$ cat config.mk
export PLATFORM = sky130hd
export DESIGN_NAME = wildcard_alarm_table_core
export DESIGN_NICKNAME = d
export VERILOG_FILES = /design/src/hdl/wat_pkg.sv /design/src/hdl/wat_ram.sv /design/src/hdl/wat_match.sv /design/src/hdl/wildcard_alarm_table_core.sv
export SDC_FILE = /design/constraint.sdc
export NUM_CORES = 1
export LEC_CHECK = 0
export BUFFER_PORTS_ARGS = -buffer_cell sky130_fd_sc_hd__buf_4
export CORE_UTILIZATION = 35
export CTS_CLUSTER_DIAMETER = 40
export CTS_CLUSTER_SIZE = 40
export DETAILED_ROUTE_END_ITERATION = 16
export PLACE_DENSITY = 0.48
export SETUP_SLACK_MARGIN = 0.1
export SYNTH_ARGS = -nofsm -noshare
export SYNTH_HDL_FRONTEND = slang
export SYNTH_SLANG_ARGS = --single-unit
$ cat constraint.sdc
create_clock -name i_clk -period 7 [get_ports i_clk]
set_input_delay 1.75 -clock i_clk [delete_from_list [all_inputs] [get_ports i_clk]]
set_output_delay 1.75 -clock i_clk [all_outputs]
set_load 0.02 [all_outputs]
$ cat src/hdl/wat_pkg.sv
// ----------------------------------------------------------------------------
// Wildcard alarm table package
// Shared constants, codes and types of the alarm table core.
// ----------------------------------------------------------------------------
`default_nettype none

package wat_pkg;

    localparam int ALARM_SLOTS_DEF = 16;
    localparam int MAX_RESULTS     = 16;
    localparam int CNT_W           = $clog2(MAX_RESULTS + 1);

    localparam int FIELD_W    = 8;
    localparam int NUM_FIELDS = 5;
    localparam int PAT_W      = FIELD_W * NUM_FIELDS;
    localparam int HANDLE_W   = 4;
    localparam int SLOT_W     = 4;
    localparam int KIND_W     = 2;
    localparam int STATUS_W   = 3;

    localparam int IN_DATA_W  = 48;
    localparam int OUT_DATA_W = 8;

    localparam logic [FIELD_W-1:0] WILDCARD = 8'hFF;

    localparam logic [KIND_W-1:0] KIND_ADD    = 2'd0;
    localparam logic [KIND_W-1:0] KIND_REMOVE = 2'd1;
    localparam logic [KIND_W-1:0] KIND_CHECK  = 2'd2;

    localparam logic [STATUS_W-1:0] STAT_ADDED       = 3'd0;
    localparam logic [STATUS_W-1:0] STAT_FULL        = 3'd1;
    localparam logic [STATUS_W-1:0] STAT_REMOVED     = 3'd2;
    localparam logic [STATUS_W-1:0] STAT_NOT_PRESENT = 3'd3;
    localparam logic [STATUS_W-1:0] STAT_MATCHED     = 3'd4;
    localparam logic [STATUS_W-1:0] STAT_NO_MATCH    = 3'd5;

    typedef enum logic [2:0] {
        S_IDLE,
        S_ADD,
        S_REMOVE,
        S_CHECK,
        S_FINISH
    } t_state;

    typedef struct packed {
        logic [KIND_W-1:0]   kind;
        logic [HANDLE_W-1:0] handle;
        logic [PAT_W-1:0]    pattern;
    } t_item;

endpackage

`default_nettype wire

$ cat src/hdl/wat_ram.sv
// ----------------------------------------------------------------------------
// Generic single-port-write RAM
// One write port and one read port with a registered, enabled read.
// ----------------------------------------------------------------------------
`default_nettype none

module wat_ram #(
    parameter int WIDTH = 40,
    parameter int DEPTH = 16,
    parameter int AW    = (DEPTH > 1) ? $clog2(DEPTH) : 1
) (
    input  wire logic             i_clk,
    input  wire logic             i_we,
    input  wire logic [AW-1:0]    i_waddr,
    input  wire logic [WIDTH-1:0] i_wdata,
    input  wire logic             i_re,
    input  wire logic [AW-1:0]    i_raddr,
    output logic      [WIDTH-1:0] o_rdata
);

    logic [WIDTH-1:0] r_mem [DEPTH];

    always_ff @(posedge i_clk) begin
        if (i_we) begin
            r_mem[i_waddr] <= i_wdata;
        end
        if (i_re) begin
            o_rdata <= r_mem[i_raddr];
        end
    end

endmodule

`default_nettype wire

$ cat src/hdl/wat_match.sv
// ----------------------------------------------------------------------------
// Alarm pattern compare unit
// Compares one stored alarm pattern with the current time, field by field,
// where a stored field of all ones matches any value.
// ----------------------------------------------------------------------------
`default_nettype none

module wat_match (
    input  wire logic [wat_pkg::PAT_W-1:0] i_pattern,
    input  wire logic [wat_pkg::PAT_W-1:0] i_time,
    output logic                           o_hit
);
    import wat_pkg::*;

    always_comb begin
        o_hit = 1'b1;
        for (int f = 0; f < NUM_FIELDS; f++) begin
            if (i_pattern[f*FIELD_W +: FIELD_W] != WILDCARD &&
                i_pattern[f*FIELD_W +: FIELD_W] != i_time[f*FIELD_W +: FIELD_W]) begin
                o_hit = 1'b0;
            end
        end
    end

endmodule

`default_nettype wire

$ cat src/hdl/wildcard_alarm_table_core.sv
// ----------------------------------------------------------------------------
// Wildcard alarm table core
// Alarm entries with per-field wildcards, added, removed and matched
// against the current calendar time by a small sequencer.
// ----------------------------------------------------------------------------
// Commands arrive on the s_axis channel, kind in tuser and the time fields
// and handle in tdata. Results leave on m_axis, status in tuser, slot in
// tdata, and tlast marks the final result of each command.
// A command is taken only while the sequencer is idle. An add walks the
// valid bits one slot per cycle while the output register is free. A check
// streams the pattern RAM through the compare unit one slot per cycle while
// the receiver keeps up. At most MAX_RESULTS matches are reported, lowest
// slots first. Reset clears every valid bit at once, so the table is empty
// and usable as soon as reset is released; the pattern RAM is not cleared.
// A single output register holds each result; while the receiver stalls,
// the sequencer waits on that register and resumes when it is taken.
// ----------------------------------------------------------------------------
`default_nettype none

module wildcard_alarm_table_core #(
    parameter int ALARM_SLOTS = wat_pkg::ALARM_SLOTS_DEF
) (
    input  wire logic                               i_clk,
    input  wire logic                               i_rst_n,
    input  wire logic                               s_axis_tvalid,
    output logic                                    s_axis_tready,
    // month[7:0], day[15:8], weekday[23:16], hour[31:24], minute[39:32],
    // handle[43:40], zero[47:44]
    input  wire logic [wat_pkg::IN_DATA_W-1:0]      s_axis_tdata,
    // kind[1:0]
    input  wire logic [wat_pkg::KIND_W-1:0]         s_axis_tuser,
    output logic                                    m_axis_tvalid,
    input  wire logic                               m_axis_tready,
    // slot[3:0], zero[7:4]
    output logic      [wat_pkg::OUT_DATA_W-1:0]     m_axis_tdata,
    // status[2:0]
    output logic      [wat_pkg::STATUS_W-1:0]       m_axis_tuser,
    output logic                                    m_axis_tlast
);
    import wat_pkg::*;

    localparam int SW = (ALARM_SLOTS > 1) ? $clog2(ALARM_SLOTS) : 1;
    localparam logic [SW-1:0] SLOT_LAST = SW'(ALARM_SLOTS - 1);

    t_state                r_state, n_state;
    t_item                 r_item, n_item;
    logic [SW-1:0]         r_idx, n_idx;
    logic                  r_issue_done, n_issue_done;
    logic                  r_rd_vld, n_rd_vld;
    logic [SW-1:0]         r_rd_slot, n_rd_slot;
    logic [CNT_W-1:0]      r_cnt, n_cnt;
    logic                  r_pend_vld, n_pend_vld;
    logic [SW-1:0]         r_pend_slot, n_pend_slot;
    logic [ALARM_SLOTS-1:0] r_valid, n_valid;
    logic                  r_out_vld, n_out_vld;
    logic [STATUS_W-1:0]   r_out_status, n_out_status;
    logic [SLOT_W-1:0]     r_out_slot, n_out_slot;
    logic                  r_out_last, n_out_last;

    logic                  ram_we;
    logic                  ram_re;
    logic [PAT_W-1:0]      ram_rdata;
    logic                  pat_hit;
    logic                  cmp_hit;
    logic                  rem_hit;
    logic                  out_free;
    logic                  stall;

    wat_ram #(
        .WIDTH (PAT_W),
        .DEPTH (ALARM_SLOTS),
        .AW    (SW)
    ) u_pattern_ram (
        .i_clk   (i_clk),
        .i_we    (ram_we),
        .i_waddr (r_idx),
        .i_wdata (r_item.pattern),
        .i_re    (ram_re),
        .i_raddr (r_idx),
        .o_rdata (ram_rdata)
    );

    wat_match u_match (
        .i_pattern (ram_rdata),
        .i_time    (r_item.pattern),
        .o_hit     (pat_hit)
    );

    assign s_axis_tready = (r_state == S_IDLE);
    assign m_axis_tvalid = r_out_vld;
    assign m_axis_tdata  = {{(OUT_DATA_W - SLOT_W){1'b0}}, r_out_slot};
    assign m_axis_tuser  = r_out_status;
    assign m_axis_tlast  = r_out_last;

    assign out_free = !r_out_vld || m_axis_tready;
    assign cmp_hit  = r_rd_vld && r_valid[r_rd_slot] && pat_hit;
    assign stall    = cmp_hit && r_pend_vld && !out_free;

    always_comb begin
        rem_hit = 1'b0;
        for (int i = 0; i < ALARM_SLOTS; i++) begin
            if (32'(r_item.handle) == 32'(i)) begin
                rem_hit = r_valid[i];
            end
        end
    end

    always_comb begin
        n_state      = r_state;
        n_item       = r_item;
        n_idx        = r_idx;
        n_issue_done = r_issue_done;
        n_rd_vld     = r_rd_vld;
        n_rd_slot    = r_rd_slot;
        n_cnt        = r_cnt;
        n_pend_vld   = r_pend_vld;
        n_pend_slot  = r_pend_slot;
        n_valid      = r_valid;
        n_out_vld    = r_out_vld;
        n_out_status = r_out_status;
        n_out_slot   = r_out_slot;
        n_out_last   = r_out_last;
        ram_we       = 1'b0;
        ram_re       = 1'b0;

        if (r_out_vld && m_axis_tready) begin
            n_out_vld = 1'b0;
        end

        case (r_state)
            S_IDLE: begin
                if (s_axis_tvalid) begin
                    n_item.kind    = s_axis_tuser;
                    n_item.pattern = s_axis_tdata[PAT_W-1:0];
                    n_item.handle  = s_axis_tdata[PAT_W +: HANDLE_W];
                    n_idx          = '0;
                    n_issue_done   = 1'b0;
                    n_rd_vld       = 1'b0;
                    n_cnt          = '0;
                    n_pend_vld     = 1'b0;
                    case (s_axis_tuser)
                        KIND_ADD:    n_state = S_ADD;
                        KIND_REMOVE: n_state = S_REMOVE;
                        KIND_CHECK:  n_state = S_CHECK;
                        default:     n_state = S_IDLE;
                    endcase
                end
            end
            S_ADD: begin
                if (out_free) begin
                    if (!r_valid[r_idx]) begin
                        ram_we           = 1'b1;
                        n_valid[r_idx]   = 1'b1;
                        n_out_vld        = 1'b1;
                        n_out_status     = STAT_ADDED;
                        n_out_slot       = SLOT_W'(r_idx);
                        n_out_last       = 1'b1;
                        n_state          = S_IDLE;
                    end else if (r_idx == SLOT_LAST) begin
                        n_out_vld        = 1'b1;
                        n_out_status     = STAT_FULL;
                        n_out_slot       = '0;
                        n_out_last       = 1'b1;
                        n_state          = S_IDLE;
                    end else begin
                        n_idx = r_idx + 1'b1;
                    end
                end
            end
            S_REMOVE: begin
                if (out_free) begin
                    for (int i = 0; i < ALARM_SLOTS; i++) begin
                        if (32'(r_item.handle) == 32'(i)) begin
                            n_valid[i] = 1'b0;
                        end
                    end
                    n_out_vld    = 1'b1;
                    n_out_status = rem_hit ? STAT_REMOVED : STAT_NOT_PRESENT;
                    n_out_slot   = r_item.handle;
                    n_out_last   = 1'b1;
                    n_state      = S_IDLE;
                end
            end
            S_CHECK: begin
                if (!stall) begin
                    if (!r_issue_done) begin
                        ram_re    = 1'b1;
                        n_rd_vld  = 1'b1;
                        n_rd_slot = r_idx;
                        if (r_idx == SLOT_LAST) begin
                            n_issue_done = 1'b1;
                        end else begin
                            n_idx = r_idx + 1'b1;
                        end
                    end else begin
                        n_rd_vld = 1'b0;
                    end
                    if (cmp_hit) begin
                        if (r_pend_vld) begin
                            n_out_vld    = 1'b1;
                            n_out_status = STAT_MATCHED;
                            n_out_slot   = SLOT_W'(r_pend_slot);
                            n_out_last   = 1'b0;
                        end
                        n_pend_vld  = 1'b1;
                        n_pend_slot = r_rd_slot;
                        n_cnt       = r_cnt + 1'b1;
                    end
                    if ((cmp_hit && r_cnt == CNT_W'(MAX_RESULTS - 1)) ||
                        (r_rd_vld && r_rd_slot == SLOT_LAST)) begin
                        n_state  = S_FINISH;
                        n_rd_vld = 1'b0;
                    end
                end
            end
            S_FINISH: begin
                if (out_free) begin
                    n_out_vld  = 1'b1;
                    n_out_last = 1'b1;
                    if (r_pend_vld) begin
                        n_out_status = STAT_MATCHED;
                        n_out_slot   = SLOT_W'(r_pend_slot);
                    end else begin
                        n_out_status = STAT_NO_MATCH;
                        n_out_slot   = '0;
                    end
                    n_state = S_IDLE;
                end
            end
            default: begin
                n_state = S_IDLE;
            end
        endcase
    end

    always_ff @(posedge i_clk) begin
        if (!i_rst_n) begin
            r_state      <= S_IDLE;
            r_issue_done <= 1'b0;
            r_rd_vld     <= 1'b0;
            r_cnt        <= '0;
            r_pend_vld   <= 1'b0;
            r_valid      <= '0;
            r_out_vld    <= 1'b0;
        end else begin
            r_state      <= n_state;
            r_issue_done <= n_issue_done;
            r_rd_vld     <= n_rd_vld;
            r_cnt        <= n_cnt;
            r_pend_vld   <= n_pend_vld;
            r_valid      <= n_valid;
            r_out_vld    <= n_out_vld;
        end
    end

    always_ff @(posedge i_clk) begin
        r_item       <= n_item;
        r_idx        <= n_idx;
        r_rd_slot    <= n_rd_slot;
        r_pend_slot  <= n_pend_slot;
        r_out_status <= n_out_status;
        r_out_slot   <= n_out_slot;
        r_out_last   <= n_out_last;
    end

    a_cnt_bound: assert property (@(posedge i_clk) disable iff (!i_rst_n)
        r_cnt <= CNT_W'(MAX_RESULTS))
        else $error("match count exceeds the result limit");

    a_mid_is_match: assert property (@(posedge i_clk) disable iff (!i_rst_n)
        (r_out_vld && !r_out_last) |-> (r_out_status == STAT_MATCHED))
        else $error("non-final result is not a match");

    a_busy_after_cmd: assert property (@(posedge i_clk) disable iff (!i_rst_n)
        (s_axis_tvalid && s_axis_tready &&
         (s_axis_tuser == KIND_ADD || s_axis_tuser == KIND_REMOVE ||
          s_axis_tuser == KIND_CHECK)) |=> !s_axis_tready)
        else $error("valid command did not start the sequencer");

    a_pend_valid: assert property (@(posedge i_clk) disable iff (!i_rst_n)
        (r_pend_vld && (r_state == S_CHECK || r_state == S_FINISH)) |->
        r_valid[r_pend_slot])
        else $error("pending match refers to a free slot");

endmodule

`default_nettype wire

# Yosys cells after proc, flatten, opt, wreduce, memory -nomap -nowiden
# Memories as Yosys holds them, arrays and structs flattened. A register that Yosys moved wholly into a read port is not among the register bits.
# Cells that the tools add are included.
dict set report classes {
  n_addsub 2
  order_cmp 3
  n_eq_ne 63
  mux 124
  bitwise 3
  reduce_logical 51
}
# op n
set ops {}
lappend ops {{$reduce_and 5->1} 16}
lappend ops {{$mux 1} 73}
lappend ops {{$mux 4} 15}
lappend ops {{$ne 2x2->1 const B} 27}
lappend ops {{$mux 16} 3}
lappend ops {{$mux 3} 15}
lappend ops {{$eq 4x4->1 const B} 10}
lappend ops {{$ne 8x8->1} 5}
lappend ops {{$ne 8x8->1 const B} 5}
lappend ops {{$pmux 16 s2} 1}
lappend ops {{$pmux 3 s4} 2}
lappend ops {{$eq 4x3->1 const B} 4}
lappend ops {{$or 16x16->16} 1}
lappend ops {{$pmux 4 s4} 1}
lappend ops {{$mux 5} 3}
lappend ops {{$logic_and 1x1->1} 13}
lappend ops {{$pmux 4 s3} 1}
lappend ops {{$reduce_and 6->1} 2}
lappend ops {{$lt 4x5->1 const B} 2}
lappend ops {{$pmux 5 s2} 1}
lappend ops {{$reduce_and 3->1} 3}
lappend ops {{$bmux 1 s4} 2}
lappend ops {{$eq 4x2->1 const B} 2}
lappend ops {{$reduce_and 8->1} 1}
lappend ops {{29 further kinds} 38}
dict set report totals {
  ff_bits 92
  ram_bits 640
  input_bits 54
  n_memories 1
}
# name words width read_ports rd_ports_with_merged_regs write_ports line
set mem_list {}
lappend mem_list {u_pattern_ram.r_mem 16 40 1 1 1 wat_ram.sv:21} ;# logic [WIDTH-1:0] r_mem [DEPTH];

# Logic depth before layout (Yosys ltp)
dict set report depth {
  word_depth 20
  ltp_mapped 10
  mapped_depth_nobuf 8
}

# By module
# Synthesis repeated with hierarchy kept, for this count alone.
dict set report hier_totals {
  hier_cells 1489
  area_unflattened_um2 30371.6
}
# mod instances cells_each area_per_inst_um2 seq_area_each_um2
set modules_own_cells {}
lappend modules_own_cells {wat_ram 1 1040 25532.0 20419.6}
lappend modules_own_cells {wildcard_alarm_table_core 1 381 4314.1 2482.4}
lappend modules_own_cells {wat_match 1 68 525.5 0.0}

# Least setup slack after synthesis
# OpenSTA, ideal clock, no wires.
dict set report synth_timing {
  kind {input port to flip-flop}
  start {input m_axis_tready}
  end {memory u_pattern_ram.r_mem[1][0], enable pin}
  setup_time_ps 487
  arrival_time_ps 5057
  t_required_ps 6513
  slack_ps 1456
  cell_stages 5
  cell_sequence {nor2b_1 > clkbuf_1 > nor2_4 > nand2_1 > nor3_1}
}
dict set report synth_between {
  elab_chain_cells 5
}
# item line
set synth_rtl {}
lappend synth_rtl {{start: declaration} wildcard_alarm_table_core.sv:33} ;# input wire logic m_axis_tready,
lappend synth_rtl {{$logic_or 1x1->1} wildcard_alarm_table_core.sv:95} ;# assign out_free = !r_out_vld || m_axis_tready;
lappend synth_rtl {{$mux 1} wildcard_alarm_table_core.sv:150} ;# if (out_free) begin
lappend synth_rtl {{$mux 1} wildcard_alarm_table_core.sv:130} ;# case (r_state)
lappend synth_rtl {{$mux 1} wat_ram.sv:24} ;# if (i_we) begin
lappend synth_rtl {{$mux 1 (not written as such)} wat_ram.sv:25} ;# r_mem[i_waddr] <= i_wdata;
lappend synth_rtl {{end: declaration} wat_ram.sv:21}
# Every way passes these cells.

# Final worst setup path
dict set report layout_timing {
  start {register r_idx[1]}
  end {memory u_pattern_ram.r_mem[4][8], enable pin}
}
dict set report layout_between {
  elab_chain_cells 7
}
# item line
set layout_rtl {}
lappend layout_rtl {{start: declaration} wildcard_alarm_table_core.sv:47} ;# logic [SW-1:0] r_idx, n_idx;
lappend layout_rtl {{start signal: assignment} wildcard_alarm_table_core.sv:258} ;# r_idx <= n_idx;
lappend layout_rtl {{$bmux 1 s4} wildcard_alarm_table_core.sv:151} ;# if (!r_valid[r_idx]) begin
lappend layout_rtl {{$mux 1 (not written as such)} wildcard_alarm_table_core.sv:151}
lappend layout_rtl {{$mux 1} wildcard_alarm_table_core.sv:151}
lappend layout_rtl {{$mux 1} wildcard_alarm_table_core.sv:150}
lappend layout_rtl {{$mux 1} wildcard_alarm_table_core.sv:130}
lappend layout_rtl {{$mux 1} wat_ram.sv:24}
lappend layout_rtl {{$mux 1 (not written as such)} wat_ram.sv:25}
# Several ways; a longest one is shown, not always the timed one. The select of a mux whose other input is x is not followed.

==> run_results.csv <==
group,metric,value,unit
cells_and_area,final_common_cell,"edfxtp_1",
timing,tightestPinTransition,1.07,ns
floorplanning,coreArea,0.0850,mm^2
timing,relSlewSlack,28.8,%
cts,cts_setup_buffers,0,
global_route,grt-ovfl-total,0,
timing,rsz0062_at_grt,"no",
place,io_buffers,59,
cts,numCtsBuffers,115,
power,powerDensity,343,mW/mm^2
setup_path,worstReg2RegEnd,"u_pattern_ram.r_mem[4][8]",
drt,post-route-drc-count,0,
cells_and_area,drive_above_1_share,32.2,%
setup_path,worst-r2r-cell-count,8,
global_route,grt_usage,16.4,%
min_path,whs_path_depth,2,
cells_and_area,final_nets,1591,
cts,cts_tree,"yes",
setup_path,r2r_setup_slack,2.47,ns
timing,period_minus_slack,4.53,ns
min_path,hold_end,"r_rd_vld",
setup_path,crit_path_start_kind,"register",
floorplanning,ios,68,
cells_and_area,nFillCells,7400,
place,dp_slack,2.37,ns
logic_synthesis,syn_area,0.0300,mm^2
timing,slew_viol_final,0,
logic_synthesis,ys_types,53,
logic_synthesis,synth.top_cell.area_share,74.4,%
timing,setup_viol,0,
logic_synthesis,ys_ff_latch,772,
floorplanning,die_y,295,um
drt,wl_per_cell,25.2,um
cts,cts_hold_buf,0,
setup_path,crit_required,7.28,ns
logic_synthesis,yosys-top-cells-area,"edfxtp_1 74%, mux4_2 16%, dfxtp_1 1.9%",
flow_run,maxCapViolCount,0,
setup_path,path_cells,"buf_4 > mux4_2 > mux4_2 > nand2b_4 > nor2_4 > nand2_1 > nor2_4 > buf_4",
global_route,grt_max_degree,96,
floorplanning,die_area,0.0869,mm^2
timing,skew,0.0475,ns
cts,cts.htree.levels,3,
drt,vias,14300,
global_route,antenna_found_initial,2,
timing,period_share,64.7,%
logic_synthesis,synth_top_area_cell,"edfxtp_1",
setup_path,path_delay_family,"simple AND/OR/NAND/NOR gates",
timing,hold_viol_final,0,
setup_path,worstPathMaxFanout,39,
setup_path,max_stage_delay,0.71,ns
place,place.gp.congestion,0.808,
timing,setup_ws,2.47,ns
cts,clockBufferDepth,3,
floorplanning,die_x,295,um
outcome,outcome,"completed",
drt,dr.first_iter.drc_count,1159,
drt,drt_wl_total,69.7,mm
logic_synthesis,seq_area_frac_synth,76.3,%
cells_and_area,antennaDiodeCount,0,
power,ir_drop,222,uV
setup_path,crit-reg2reg-launch,"r_idx[1]",
setup_path,cp_data_arrival_time,4.81,ns
floorplanning,rows,107,
cts,path_clk_slew,0.05,ns
logic_synthesis,yosys_warnings,0,
place,dp_hpwl,35.0,mm
place,place_inst,2555,
cells_and_area,layout_common_cells,"744 x edfxtp_1, 210 x mux4_2, 116 x clkbuf_16",
setup_path,crit_buf_inv,2,
cts,clock-sinks,772,
logic_synthesis,synth-edff-count,744,
cells_and_area,instances_no_fill,2770,
logic_synthesis,synth_ff_type,"edfxtp_1",
logic_synthesis,synth_async_sr_flop_share,0,%
cts,clock_latency,0.69,ns
floorplanning,initial_core_util,35.3,%
min_path,hold_start,"r_rd_vld",
timing,whs,0.480,ns
logic_synthesis,syn_avg_cell_area,21.6,um^2
timing,fmax,0.221,GHz
power,p_leak,11.2,nW
drt,drt_first_pass_iters,7,
cts,clk_root_buffer_cell,"clkbuf_16",
cells_and_area,area_growth,19.3,%
setup_path,end_kind,"register",
global_route,grt_pass1_vias,15200,
setup_path,criticalPathCategory,"reg -> reg",
cts,post_cts_resized,0,
drt,viasPerCell,5.15,
setup_path,cpMaxStageDelayCell,"nor2_4",
timing,setup_tns,0,ns
min_path,worstHoldPathType,"reg -> reg",
drt,final_antenna_net_count,0,
global_route,grt_pass1_wl,102,mm
logic_synthesis,synthCells,1391,
cells_and_area,utilization,42.1,%
-- cell families (layout without fill, tap and decap cells) --
family	Yosys count	after routing	synth area share (%)
other	1	4	0.0125
adders and majority gates	9	9	0.375
buffers and inverters	88	320	1.21
AOI/OAI and AO/OA	101	101	2.15
DFF	772	772	76.3
and+or+nand+nor	163	163	2.81
xor gates and xnor gates	41	41	1.20
muxes	216	216	16.0
-- synthesized netlist by cell type (2+ instances only) --
library cell  instances
edfxtp_1            744
ha_1                  9
clkbuf_1             48
o21a_1                9
mux2i_1               6
buf_2                 2
a222oi_1              4
nor3_1               12
nor2b_1              12
nand2_1              30
and3_1                4
nand4_1              20
buf_1                17
a21oi_1              15
o21ai_0              32
and2_2                3
inv_1                15
o31ai_1               4
or3_1                 3
nand2b_1              7
buf_4                 4
xnor2_1              41
a41oi_1               2
o22ai_1               7
nand3_1               8
dfxtp_1              28
nor2_1               46
nand3b_1              2
a21o_1                2
nor3b_1               4
a31oi_1              16
buf_6                 2
and2_1                3
and4_1                2
mux4_2              210
-- how the worst max path moves through the flow --
stage / startpoint / to / slack [ns] / cells after the start
2_1_floorplan: m_axis_tready / u_pattern_ram.r_mem[1][0] / 1.46 / 5
3_3_place_gp: r_idx[1] / u_pattern_ram.r_mem[4][16] / 2.37 / 8
3_5_place_dp: r_idx[1] / u_pattern_ram.r_mem[8][17] / 2.37 / 8
4_1_cts: r_idx[1] / u_pattern_ram.r_mem[4][8] / 2.36 / 8
5_1_grt: r_idx[1] / u_pattern_ram.r_mem[5][8] / 2.24 / 8
6_report: r_idx[1] / u_pattern_ram.r_mem[4][8] / 2.47 / 8
-- layout make-up --
cell class	instances	area, um^2	share of cell area, %
flip-flops and latches	772	22900	63.9
multi-input cells	534	6880	19.2
clock buffers	124	2930	8.19
well taps	1144	1430	4.00
clock inverters	91	932	2.60
repair buffers	90	688	1.92
inverters	15	56.3	0.157
-- registers in the layout (all words and copies together), names as in the netlist, 4 cells and up --
signal,count
u_pattern_ram.r_mem,640
u_pattern_ram.o_rdata,40
r_valid,16
r_pend_slot,4
r_item,44
r_idx,4
r_out_slot,4
r_cnt,5
r_rd_slot,4
-- worst register-to-register path: stages, from the launching register on --
cell,delay [ns]
edfxtp_1,0.48
buf_4,0.58
mux4_2,0.59
mux4_2,0.53
nand2b_4,0.23
nor2_4,0.14
nand2_1,0.24
nor2_4,0.72
buf_4,0.61
-- where the power goes --
group	leakage, nW	total (mW)	switching, mW	internal, mW
clock network	1.84	5.64	2.19	3.45
logic	2.43	1.16	0.603	0.557
registers	6.95	5.49	0.177	5.31
-- through the flow --
step,area [um^2],power [mW]
CTS,35800,12.5
floorplan,30000,6.36
detailed placement,32000,6.78
global route,35800,12.7
global placement,32000,6.76
finish,35800,12.3
-- metal layers --
layer  vias to the layer above  GRT usage, %  wire length, um
met5                         -             0                0
met4                         0          5.41             1710
met3                       129          2.52             3120
met2                       367          26.3            33700
met1                      7647          23.0            31200
li1                       6135             -                -
Power figures use the tool's default switching activity.
